## config.mk

```make
export PLATFORM = sky130hd
export DESIGN_NAME = dsc_back_flat
export DESIGN_NICKNAME = d
export VERILOG_FILES = /design/src/sv/dsc_pkg.sv /design/src/sv/dsc_out_if.sv /design/src/sv/dsc_back.sv /design/src/flat_wrapper.sv
export SDC_FILE = /design/constraint.sdc
export NUM_CORES = 1
export LEC_CHECK = 0
export BUFFER_PORTS_ARGS = -buffer_cell sky130_fd_sc_hd__buf_2
export CORE_ASPECT_RATIO = 1.4
export CORE_UTILIZATION = 40
export CTS_CLUSTER_SIZE = 20
export DETAILED_ROUTE_END_ITERATION = 8
export GPL_ROUTABILITY_DRIVEN = 0
export GPL_TIMING_DRIVEN = 0
export SLEW_MARGIN = 20
export SYNTH_ARGS = -nofsm -noshare
export SYNTH_HDL_FRONTEND = slang
export SYNTH_SLANG_ARGS = --single-unit
export TNS_END_PERCENT = 1
```

## constraint.sdc

```tcl
create_clock -name clk -period 4.9 [get_ports clk]
set_input_delay 1.225 -clock clk [delete_from_list [all_inputs] [get_ports clk]]
set_output_delay 1.225 -clock clk [all_outputs]
set_load 0.02 [all_outputs]
```

## src/sv/dsc_pkg.sv

```systemverilog
// Shared types, constants and grammar functions of the declaration syntax checker.
package dsc_pkg;

  localparam int COUNT_MAX   = 255;
  localparam int COUNT_W     = $clog2(COUNT_MAX + 1);
  localparam int QUEUE_DEPTH = 4;
  localparam int QPTR_W      = $clog2(QUEUE_DEPTH);

  localparam logic [7:0] CH_DOLLAR = 8'h24;
  localparam logic [7:0] CH_LPAREN = 8'h28;
  localparam logic [7:0] CH_RPAREN = 8'h29;
  localparam logic [7:0] CH_COMMA  = 8'h2c;
  localparam logic [7:0] CH_DOT    = 8'h2e;
  localparam logic [7:0] CH_COLON  = 8'h3a;
  localparam logic [7:0] CH_EQUAL  = 8'h3d;
  localparam logic [7:0] CH_LBRACK = 8'h5b;
  localparam logic [7:0] CH_RBRACK = 8'h5d;
  localparam logic [7:0] CH_LBRACE = 8'h7b;
  localparam logic [7:0] CH_RBRACE = 8'h7d;
  localparam logic [7:0] CH_SPACE  = 8'h20;
  localparam logic [7:0] CH_NL     = 8'h0a;
  localparam logic [7:0] CH_TAB    = 8'h09;

  localparam logic [2:0] KW_INT_LEN  = 3'd7;
  localparam logic [2:0] KW_REAL_LEN = 3'd4;

  typedef enum logic [4:0] {
    G_LEAD, G_ID, G_AFTER_ID, G_TYPE_LEAD, G_KW_INT, G_KW_REAL, G_AFTER_TYPE,
    G_DOM_LEAD, G_SET_OPEN, G_SC_INT, G_SC_DOT, G_SC_FRAC, G_SET_NEXT,
    G_SET_VALUE, G_IV_LEAD1, G_IV1_INT, G_IV1_DOT, G_IV1_FRAC, G_IV1_WS,
    G_IV_DOT2, G_IV_LEAD2, G_IV2_INT, G_IV2_DOT, G_IV2_FRAC, G_IV2_WS,
    G_DONE, G_FAIL
  } gstate_t;

  typedef struct packed {
    gstate_t              gstate;
    logic [2:0]           kidx;
    logic                 iflag;
    logic [COUNT_W-1:0]   scnt;
    logic [COUNT_W-1:0]   icnt;
  } gram_t;

  // One queue entry: the grammar work that one input word causes.
  typedef struct packed {
    logic       begin_stmt;
    logic       feed_paren;
    logic       feed_char;
    logic       emit;
    logic       closed;
    logic [7:0] char_byte;
  } qitem_t;

  localparam gram_t GRAM_RESET = '{gstate: G_LEAD, kidx: 3'd0, iflag: 1'b0,
                                   scnt: '0, icnt: '0};

  function automatic logic [7:0] kw_int_char(input logic [2:0] idx);
    logic [7:0] ch;
    case (idx)
      3'd0: ch = 8'h69;
      3'd1: ch = 8'h6e;
      3'd2: ch = 8'h74;
      3'd3: ch = 8'h65;
      3'd4: ch = 8'h67;
      3'd5: ch = 8'h65;
      3'd6: ch = 8'h72;
      default: ch = 8'h00;
    endcase
    return ch;
  endfunction

  function automatic logic [7:0] kw_real_char(input logic [2:0] idx);
    logic [7:0] ch;
    case (idx)
      3'd0: ch = 8'h72;
      3'd1: ch = 8'h65;
      3'd2: ch = 8'h61;
      3'd3: ch = 8'h6c;
      default: ch = 8'h00;
    endcase
    return ch;
  endfunction

  function automatic logic [COUNT_W-1:0] bump(input logic [COUNT_W-1:0] cnt);
    logic [COUNT_W-1:0] r;
    if (cnt < COUNT_W'(COUNT_MAX)) r = COUNT_W'(cnt + 1'b1);
    else r = cnt;
    return r;
  endfunction

  function automatic gram_t start_value(input gram_t s, input logic [7:0] c);
    gram_t r;
    r = s;
    if (c >= 8'h30 && c <= 8'h39) begin
      r.scnt = bump(s.scnt);
      r.gstate = G_SC_INT;
    end else if (c == CH_LBRACK) begin
      r.gstate = G_IV_LEAD1;
    end else begin
      r.gstate = G_FAIL;
    end
    return r;
  endfunction

  // One transition of the declaration grammar.
  function automatic gram_t gram_step(input gram_t s, input logic [7:0] c);
    gram_t r;
    logic  ws;
    logic  dg;
    logic  an;
    logic  tail;
    r    = s;
    tail = 1'b0;
    ws   = (c == CH_SPACE) || (c == CH_NL) || (c == CH_TAB);
    dg   = (c >= 8'h30) && (c <= 8'h39);
    an   = dg || ((c >= 8'h61) && (c <= 8'h7a)) || ((c >= 8'h41) && (c <= 8'h5a));
    case (s.gstate)
      G_LEAD: r.gstate = ws ? G_LEAD : ((c == CH_DOLLAR) ? G_ID : G_FAIL);
      G_ID, G_AFTER_ID: begin
        if (an && s.gstate == G_ID) r.gstate = G_ID;
        else if (ws) r.gstate = G_AFTER_ID;
        else if (c == CH_COLON) r.gstate = G_TYPE_LEAD;
        else if (c == CH_EQUAL) r.gstate = G_DOM_LEAD;
        else r.gstate = G_FAIL;
      end
      G_TYPE_LEAD: begin
        if (ws) begin
          r.gstate = G_TYPE_LEAD;
        end else begin
          r.kidx = 3'd1;
          if (c == kw_int_char(3'd0)) r.gstate = G_KW_INT;
          else if (c == kw_real_char(3'd0)) r.gstate = G_KW_REAL;
          else r.gstate = G_FAIL;
        end
      end
      G_KW_INT: begin
        if (s.kidx >= KW_INT_LEN || c != kw_int_char(s.kidx)) begin
          r.gstate = G_FAIL;
        end else begin
          r.kidx = s.kidx + 3'd1;
          if (r.kidx == KW_INT_LEN) begin
            r.iflag  = 1'b1;
            r.gstate = G_AFTER_TYPE;
          end else begin
            r.gstate = G_KW_INT;
          end
        end
      end
      G_KW_REAL: begin
        if (s.kidx >= KW_REAL_LEN || c != kw_real_char(s.kidx)) begin
          r.gstate = G_FAIL;
        end else begin
          r.kidx = s.kidx + 3'd1;
          if (r.kidx == KW_REAL_LEN) begin
            r.iflag  = 1'b0;
            r.gstate = G_AFTER_TYPE;
          end else begin
            r.gstate = G_KW_REAL;
          end
        end
      end
      G_AFTER_TYPE: r.gstate = ws ? G_AFTER_TYPE : ((c == CH_EQUAL) ? G_DOM_LEAD : G_FAIL);
      G_DOM_LEAD:   r.gstate = ws ? G_DOM_LEAD : ((c == CH_LBRACE) ? G_SET_OPEN : G_FAIL);
      G_SET_OPEN: begin
        if (ws) r.gstate = G_SET_OPEN;
        else if (c == CH_RBRACE) r.gstate = G_DONE;
        else r = start_value(s, c);
      end
      G_SC_INT, G_SET_NEXT: begin
        if (s.gstate == G_SC_INT && dg) r.gstate = G_SC_INT;
        else if (s.gstate == G_SC_INT && c == CH_DOT) r.gstate = G_SC_DOT;
        else if (ws) r.gstate = G_SET_NEXT;
        else if (c == CH_COMMA) r.gstate = G_SET_VALUE;
        else if (c == CH_RBRACE) r.gstate = G_DONE;
        else r.gstate = G_FAIL;
      end
      G_SC_DOT: r.gstate = dg ? G_SC_FRAC : G_FAIL;
      G_SC_FRAC: begin
        if (dg) r.gstate = G_SC_FRAC;
        else if (ws) r.gstate = G_SET_NEXT;
        else if (c == CH_COMMA) r.gstate = G_SET_VALUE;
        else if (c == CH_RBRACE) r.gstate = G_DONE;
        else r.gstate = G_FAIL;
      end
      G_SET_VALUE: begin
        if (ws) r.gstate = G_SET_VALUE;
        else r = start_value(s, c);
      end
      G_IV_LEAD1: r.gstate = ws ? G_IV_LEAD1 : (dg ? G_IV1_INT : G_FAIL);
      G_IV1_INT: begin
        if (dg) r.gstate = G_IV1_INT;
        else if (c == CH_DOT) r.gstate = G_IV1_DOT;
        else r.gstate = ws ? G_IV1_WS : G_FAIL;
      end
      G_IV1_DOT: begin
        if (dg) r.gstate = G_IV1_FRAC;
        else r.gstate = (c == CH_DOT) ? G_IV_LEAD2 : G_FAIL;
      end
      G_IV1_FRAC: begin
        if (dg) r.gstate = G_IV1_FRAC;
        else if (c == CH_DOT) r.gstate = G_IV_DOT2;
        else r.gstate = ws ? G_IV1_WS : G_FAIL;
      end
      G_IV1_WS:   r.gstate = ws ? G_IV1_WS : ((c == CH_DOT) ? G_IV_DOT2 : G_FAIL);
      G_IV_DOT2:  r.gstate = (c == CH_DOT) ? G_IV_LEAD2 : G_FAIL;
      G_IV_LEAD2: r.gstate = ws ? G_IV_LEAD2 : (dg ? G_IV2_INT : G_FAIL);
      G_IV2_INT: begin
        if (dg) r.gstate = G_IV2_INT;
        else if (c == CH_DOT) r.gstate = G_IV2_DOT;
        else tail = 1'b1;
      end
      G_IV2_DOT: r.gstate = dg ? G_IV2_FRAC : G_FAIL;
      G_IV2_FRAC: begin
        if (dg) r.gstate = G_IV2_FRAC;
        else tail = 1'b1;
      end
      G_IV2_WS: tail = 1'b1;
      G_DONE:   r.gstate = G_DONE;
      default:  r.gstate = G_FAIL;
    endcase
    // The second bound of an interval ends in whitespace or the closing bracket.
    if (tail) begin
      if (ws) begin
        r.gstate = G_IV2_WS;
      end else if (c == CH_RBRACK) begin
        r.icnt   = bump(s.icnt);
        r.gstate = G_SET_NEXT;
      end else begin
        r.gstate = G_FAIL;
      end
    end
    return r;
  endfunction

endpackage

```

## src/sv/dsc_out_if.sv

```systemverilog
// Output channel: one statement verdict per word.
interface dsc_out_if;
  logic       valid;
  logic       ready;
  logic       decl_valid;
  logic       type_integer;
  logic [7:0] scalar_total;
  logic [7:0] interval_total;
  logic       was_closed;

  modport source (output valid, output decl_valid, output type_integer,
                  output scalar_total, output interval_total, output was_closed,
                  input ready);
  modport sink (input valid, input decl_valid, input type_integer,
                input scalar_total, input interval_total, input was_closed,
                output ready);
endinterface

```

## src/sv/dsc_back.sv

```systemverilog
// Back end: runs the declaration grammar and registers one verdict per statement.
module dsc_back (
  input  logic              clk,
  input  logic              rst,
  input  logic              pop_valid,
  output logic              pop_ready,
  input  dsc_pkg::qitem_t   pop_item,
  dsc_out_if.source         out_ch
);

  dsc_pkg::gram_t gram;
  dsc_pkg::gram_t g_base;
  dsc_pkg::gram_t g_paren;
  dsc_pkg::gram_t gram_next;
  logic           out_valid;
  logic           do_pop;
  logic           ok;

  // Up to two grammar steps per word: a deferred ')' and then the character.
  always_comb begin
    g_base    = pop_item.begin_stmt ? dsc_pkg::GRAM_RESET : gram;
    g_paren   = pop_item.feed_paren ? dsc_pkg::gram_step(g_base, dsc_pkg::CH_RPAREN) : g_base;
    gram_next = pop_item.feed_char ? dsc_pkg::gram_step(g_paren, pop_item.char_byte) : g_paren;
  end

  assign ok        = gram_next.gstate == dsc_pkg::G_DONE;
  assign pop_ready = !pop_item.emit || !out_valid || out_ch.ready;
  assign do_pop    = pop_valid & pop_ready;
  assign out_ch.valid = out_valid;

  always_ff @(posedge clk) begin
    if (rst) begin
      gram      <= dsc_pkg::GRAM_RESET;
      out_valid <= 1'b0;
    end else begin
      if (do_pop) gram <= gram_next;
      if (do_pop && pop_item.emit) out_valid <= 1'b1;
      else if (out_ch.ready) out_valid <= 1'b0;
    end
  end

  always_ff @(posedge clk) begin
    if (do_pop && pop_item.emit) begin
      out_ch.decl_valid     <= ok;
      out_ch.type_integer   <= ok & gram_next.iflag;
      out_ch.scalar_total   <= ok ? 8'(gram_next.scnt) : 8'd0;
      out_ch.interval_total <= ok ? 8'(gram_next.icnt) : 8'd0;
      out_ch.was_closed     <= pop_item.closed;
    end
  end

  a_invalid_clean: assert property (@(posedge clk) disable iff (rst)
    (out_valid && !out_ch.decl_valid)
      |-> (!out_ch.type_integer && out_ch.scalar_total == 8'd0
           && out_ch.interval_total == 8'd0))
    else $error("invalid verdict carries type or counts");

  a_count_sat: assert property (@(posedge clk) disable iff (rst)
    gram.scnt <= dsc_pkg::COUNT_W'(dsc_pkg::COUNT_MAX)
      && gram.icnt <= dsc_pkg::COUNT_W'(dsc_pkg::COUNT_MAX))
    else $error("value count beyond saturation limit");

  a_done_sticks: assert property (@(posedge clk) disable iff (rst)
    (do_pop && !pop_item.begin_stmt && gram.gstate == dsc_pkg::G_DONE)
      |=> gram.gstate == dsc_pkg::G_DONE)
    else $error("accepted declaration left the done state");

  a_no_overwrite: assert property (@(posedge clk) disable iff (rst)
    (out_valid && !out_ch.ready) |-> !(do_pop && pop_item.emit))
    else $error("verdict overwritten while stalled");

endmodule

```

## src/flat_wrapper.sv

```systemverilog
// flat-port wrapper written by rule: the top's interface ports become plain ports
module dsc_back_flat 
  (clk, rst, pop_valid, pop_ready, pop_item, out_ch_valid, out_ch_decl_valid, out_ch_type_integer, out_ch_scalar_total, out_ch_interval_total, out_ch_was_closed, out_ch_ready);
  dsc_out_if out_ch_i ();
  input  logic clk;
  input  logic rst;
  input  logic pop_valid;
  output logic pop_ready;
  input  dsc_pkg::qitem_t pop_item;
  output wire logic [$bits(out_ch_i.valid)-1:0] out_ch_valid;
  output wire logic [$bits(out_ch_i.decl_valid)-1:0] out_ch_decl_valid;
  output wire logic [$bits(out_ch_i.type_integer)-1:0] out_ch_type_integer;
  output wire logic [$bits(out_ch_i.scalar_total)-1:0] out_ch_scalar_total;
  output wire logic [$bits(out_ch_i.interval_total)-1:0] out_ch_interval_total;
  output wire logic [$bits(out_ch_i.was_closed)-1:0] out_ch_was_closed;
  input wire logic [$bits(out_ch_i.ready)-1:0] out_ch_ready;
  assign out_ch_valid = out_ch_i.valid;
  assign out_ch_decl_valid = out_ch_i.decl_valid;
  assign out_ch_type_integer = out_ch_i.type_integer;
  assign out_ch_scalar_total = out_ch_i.scalar_total;
  assign out_ch_interval_total = out_ch_i.interval_total;
  assign out_ch_was_closed = out_ch_i.was_closed;
  assign out_ch_i.ready = out_ch_ready;
  dsc_back u_core (.clk(clk), .rst(rst), .pop_valid(pop_valid), .pop_ready(pop_ready), .pop_item(pop_item), .out_ch(out_ch_i));
endmodule
```

# Word-level counts from Yosys, hierarchy flattened
# Cells that the tools add are included.
[totals]
reg_bits = 45
inputBits = 17
out_inout_bits = 21
word_cells = 220
[classes]
n_addsub = 4
magnitude_cmp = 12
n_eq_ne = 67
muxes = 96
n_bitwise = 2
n_reduce_logical = 28
[op_table]
columns = ["cell", "n"]
rows = [
  ["$mux 5", 43],
  ["$pmux 5 s24", 1],
  ["$pmux 7 s6", 2],
  ["$mux 8", 10],
  ["$eq 5x5->1 const B", 15],
  ["$mux 25", 3],
  ["$pmux 7 s4", 2],
  ["$eq 8x6->1 const B", 6],
  ["$eq 8x7->1 const B", 6],
  ["$mux 16", 3],
  ["$eq 5x4->1 const B", 8],
  ["$mux 4", 9],
  ["$pmux 16 s2", 1],
  ["$eq 3x3->1 const B", 10],
  ["$eq 5x3->1 const B", 6],
  ["$pmux 5 s4", 1],
  ["$add 8x1->8 const B", 2],
  ["$eq 8x4->1 const B", 2],
  ["$ge 8x7->1 const B", 2],
  ["$le 8x7->1 const B", 2],
  ["$lt 8x8->1 const B", 2],
  ["$ne 6x8->1 const A", 2],
  ["$ne 8x8->1", 2],
  ["$eq 5x2->1 const B", 3],
  ["24 further kinds", 66],
]

# Logic depth before layout (Yosys ltp)
[depth]
word_depth = 23
depth_mapped = 18
ltp_nobuf = 14

# Worst setup path before layout
# No wires, ideal clock.
[synth_timing]
path_type = "input port to flip-flop"
startpoint = "input port pop_item[12] in the netlist's numbering"
endpoint = "register u_core.out_ch.scalar_total[0], data pin"
setup_ns = 0.271
t_arrival_ns = 4.678
path_slack_ns = -0.049
path_stages = 17
n_path_buf = 6
path_cell_list = "buf_2 -> buf_1 -> clkbuf_1 -> clkbuf_1 -> nor2_1 -> nand2_1 -> inv_1 -> ha_1 -> clkbuf_1 -> or2_2 -> a2111oi_0 -> a41oi_2 -> o31ai_4 -> nand4_1 -> nand4_4 -> buf_8 -> nor4_2"
[synth_via]
elab_chain_len = 21
elab_cells_between_ends = 116
cone_classes = "add/sub (3); order compare (5); eq/ne (53); mux (40); reduce/logical (15)"
[synth_lines]
columns = ["element", "line_no", "rtl"]
rows = [
  ["from (decl)", "flat_wrapper.sv:9", "input dsc_pkg::qitem_t pop_item;"],
  ["$mux 25 (*)", "dsc_back.sv:21", "g_base = pop_item.begin_stmt ? dsc_pkg::GRAM_RESET : gram;"],
  ["$eq 3x3->1 / $eq 3x2->1 (equally long branches)", "dsc_pkg.sv:58, dsc_pkg.sv:73", ""],
  ["$reduce_or 2->1 (no source line)", "n/a", ""],
  ["$pmux 7 s6", "dsc_pkg.sv:58", "case (idx)"],
  ["$mux 8", "dsc_pkg.sv:116", "case (s.gstate)"],
  ["$ne 6x8->1", "dsc_pkg.sv:136", "if (s.kidx >= KW_INT_LEN || c != kw_int_char(s.kidx)) begin"],
  ["$logic_or 1x1->1", "dsc_pkg.sv:136", ""],
  ["$mux 4", "dsc_pkg.sv:136", ""],
  ["[5 not listed]", "n/a", ""],
  ["$mux 8", "dsc_pkg.sv:116", ""],
  ["$ne 8x8->1", "dsc_pkg.sv:136", ""],
  ["$logic_or 1x1->1", "dsc_pkg.sv:136", ""],
  ["$mux 5", "dsc_pkg.sv:136", ""],
  ["$pmux 5 s24", "dsc_pkg.sv:116", ""],
  ["$mux 5", "dsc_pkg.sv:221", "if (tail) begin"],
  ["$mux 25 (*)", "dsc_back.sv:23", "gram_next = pop_item.feed_char ? dsc_pkg::gram_step(g_paren, pop_item.char_byte) : g_paren;"],
  ["$eq 5x5->1", "dsc_back.sv:26", "assign ok = gram_next.gstate == dsc_pkg::G_DONE;"],
  ["to (signal assigned)", "dsc_back.sv:46", "out_ch.scalar_total <= ok ? 8'(gram_next.scnt) : 8'd0;"],
  ["to (decl)", "dsc_out_if.sv:12", "output scalar_total, output interval_total, output was_closed,"],
]
# Mark *: on every way between the ends. The rest lies on a longest branch, timed or not. The select of a mux whose other input is x is not followed.
# A chain may end at the register's enable or synchronous reset.

# Worst setup path after layout
[layout_timing]
startpoint = "input port pop_item[12] in the netlist's numbering"
endpoint = "register u_core.out_ch.scalar_total[5], data pin"
# The elaborated chain is that of the path after synthesis.

==> flow_metrics.py <==
metrics = {
    "worst_setup_path": {
        "critPathSlowestCell": "ha_1",
        "r2r_start": "u_core.gram[20]",
        "worstSetupPathType": "input port to register",
        "crit_path_start": "pop_item[12]",
        "crit_arrival_ns": 4.87,
        "end_kind": "register",
        "cp_cell_sequence": "buf_4 > clkbuf_4 > clkbuf_2 > nor2_1 > nand2_1 > ha_1 > nand4bb_1 > o211ai_1 > mux2i_1 > and4_2 > and2b_1 > o221a_2 > nand4_4 > buf_8 > nor4_2",
        "cp-start-kind": "input port",
        "critPathMaxStageDelay_ns": 0.40,
        "crit_fanout": 20,
        "required_ns": 5.00,
    },
    "timing": {
        "setup_viol": 0,
        "final.setup_skew_ns": 0.00512,
        "maxSlewHeadroom_pct": 40.4,
        "final-max-slew-violation-count": 0,
        "min_period_ns": 4.77,
        "hold_viol": 0,
        "fin_crit_sh_pct": 97.3,
        "grt_setup_unrepaired": "no",
        "max_clock_freq_mhz": 210,
        "worstMarginPinSlew_ns": 0.894,
        "setup_slack_ns": 0.132,
    },
    "die": {
        "ios": 38,
        "rows": 47,
        "start_util_pct": 41.0,
        "die_w_um": 94.7,
        "die_area_um2": 12500,
        "dieHeight_um": 132,
        "fp.coreArea_um2": 11800,
    },
    "synth": {
        "synthArstFlopShare_pct": 0,
        "synthMuxAreaShare_pct": 1.69,
        "yosysSeqAreaShare_pct": 22.6,
        "ys_types": 88,
        "synthSimpleGateAreaFrac_pct": 39.2,
        "ys.flop_type": "dfxtp_1",
        "postSynthCellCount": 625,
        "synth_area_leaders": "edfxtp_1 (12%), dfxtp_1 (11%), nor2_1 (4.4%), nand2_1 (4.2%), a21oi_1 (3.5%)",
        "synth_fa_ha_area_share_pct": 2.08,
        "ys_warn_count": 0,
        "synth_edf_count": 19,
        "syn_area_um2": 4820,
        "synth-compound-area-share_pct": 25.5,
        "synth_top_family_by_area": "simple AND/OR/NAND/NOR gates",
        "synthXorXnorAreaFrac_pct": 2.36,
        "synthDominantCellAreaShare_pct": 11.8,
        "postSynthAreaPerCell_um2": 7.71,
        "synth_nets": 650,
        "synth_top_area_cell": "edfxtp_1",
        "ys_ff_latch": 45,
    },
    "place": {
        "place_ws_ns": -1.27,
        "post-dp-hpwl_um": 13300,
        "io_buffers": 35,
    },
    "final_layout": {
        "fin_nets": 690,
        "antenna_cells": 0,
        "drive_gt1_share_pct": 16.8,
        "final_cell_mix": "nor2_1 (56), nand2_1 (54), buf_2 (49)",
        "final_common_cell": "nor2_1",
        "syn_to_final_growth_pct": 11.5,
        "num-fill-cells": 1184,
    },
    "clock_tree": {
        "clock_latency_ns": 0.29,
        "path_clk_slew_ns": 0.07,
        "cts_tree": "built",
        "ctsHtreeMaxLevel": 2,
        "clockBufferDepth": 2,
        "numCtsBuffers": 5,
        "cts_root_buf": "clkbuf_16",
        "cts.sinks": 45,
    },
    "pwr": {
        "report.power.total_w": 0.00103,
        "clkPwrFrac_pct": 34.5,
        "p_leak_nw": 1.81,
        "powerDensity_nw_per_um2": 191,
        "p_seq_share_pct": 40.2,
        "netSwitchingFraction_pct": 33.0,
        "power.internal_w": 0.000689,
        "pwr-share-comb_pct": 25.4,
        "ir_worst_vdd_mv": 0.212,
        "switching_power_w": 0.000339,
    },
    "route": {
        "drt-pass1-iter-count": 6,
        "drc": 0,
        "drt_wl_total_um": 17900,
        "drt_iter0_drc": 593,
        "routedWlPerCell_um": 22.1,
        "routed_via_density": 6.78,
        "num_vias": 5515,
        "ant_nets": 0,
    },
    "global_route": {
        "grt_usage_pct": 29.8,
        "grt_pass1_vias": 5270,
        "grt_max_degree": 21,
        "overflow": 0,
        "antenna_found_initial": 0,
        "grt_pass1_wl_um": 28500,
    },
    "status": {
        "status": "finished clean",
    },
    "worst_hold_path": {
        "min_from": "u_core.gram[1]",
        "min_path_type": "register to register",
    },
    "flow_run": {
        "maxCapViolations": 0,
    },
}
routing by layer:
layer  part of all wire [%]  wire length, um  vias to the layer above  GRT usage [%]
met1                     36             6370                     2560           34.2
met4                    6.7             1200                        0           18.8
met5                      0                0                        -              0
li1                       -                -                     2463              -
met3                    8.2             1480                      109           4.79
met2                     50             8890                      383           50.2
metrics by stage:
step                setup TNS (ns)  util (%)  hold slack (ns)  instances  cell area (um2)
global route                     0      45.7            0.484        813             5370
floorplan                        0         -            0.427        625             4820
global placement            -28.60      44.0            0.442        807             5180
CTS                              0      45.3            0.458        813             5330
detailed placement          -28.98      44.0            0.450        807             5180
finish                           0      45.7            0.455        813             5370
registers in the layout (all words and copies together), names as in the netlist:
register	flops
u_core.gram	25
u_core.out_ch.decl_valid	1
u_core.out_ch.interval_total	8
u_core.out_ch.scalar_total	8
u_core.out_ch.type_integer	1
u_core.out_ch.valid	1
u_core.out_ch.was_closed	1
cell families after synthesis:
group	Yosys count
flops	45
simple gates	318
fa+ha+maj	8
mux	8
xor+xnor	13
compound gates	168
buf+inv	65
what timing repair did:
action                                  in CTS  in global routing
endpoints found under the setup margin      27                 23
pin swaps                                    0                  2
resized for setup                            4                  9
buffers inserted                             0                  3
hold buffers                                 0                  0
cells in the mapped netlist (7+ instances only):
master    instances
nor2_1           56
nand2_1          54
a21oi_1          34
nor3_1           34
clkbuf_1         27
o21ai_0          27
dfxtp_1          26
nand3_1          26
edfxtp_1         19
buf_2            16
nor2b_1          16
a211oi_1         14
nor4_1           14
nand2b_1         12
nand4_1          12
a22oi_1          11
inv_1            10
or3_1            10
o211ai_1          9
and2_1            8
ha_1              8
mux2i_1           7
nand3b_1          7
o22ai_1           7
xnor2_1           7
cell type report:
type	instances	area [um2]	area share (%)
Buffer	48	249	4.64
Clock buffer	7	143	2.66
Clock inverter	1	7.51	0.140
Inverter	12	51.3	0.955
Multi-Input combinational cell	515	3450	64.2
Sequential cell	45	1090	20.3
Tap cell	147	184	3.42
Timing Repair Buffer	38	200	3.73
path summary, 6_finish.rpt:
check	end	slack [ns]	depth (start not counted)
setup reg to reg	u_core.out_ch.scalar_total[5]	0.66	15
setup / recovery	u_core.out_ch.scalar_total[5]	0.13	15
hold / removal	u_core.gram[1]	0.45	2
hold reg to reg	u_core.gram[1]	0.45	2
power by group through the flow:
| stage | combinational [W] | sequential [W] | clock, W |
|---|---|---|---|
| finish | 0.000261 | 0.000413 | 0.000354 |
| global route | 0.000279 | 0.000414 | 0.000368 |
| CTS | 0.000247 | 0.000412 | 0.000359 |
| detailed placement | 0.000247 | 0.000421 | 0 |
| global placement | 0.000243 | 0.000420 | 0 |
| floorplan | 0.000166 | 0.000425 | 0 |
worst max-delay path, delay by kind of cell:
kind	cells	cell delay (ns)
compound gates	2	0.43
fa+ha+maj	1	0.40
simple gates	7	1.41
buf+inv	4	1.06
mux	1	0.32
Power figures use the tool's default switching activity.
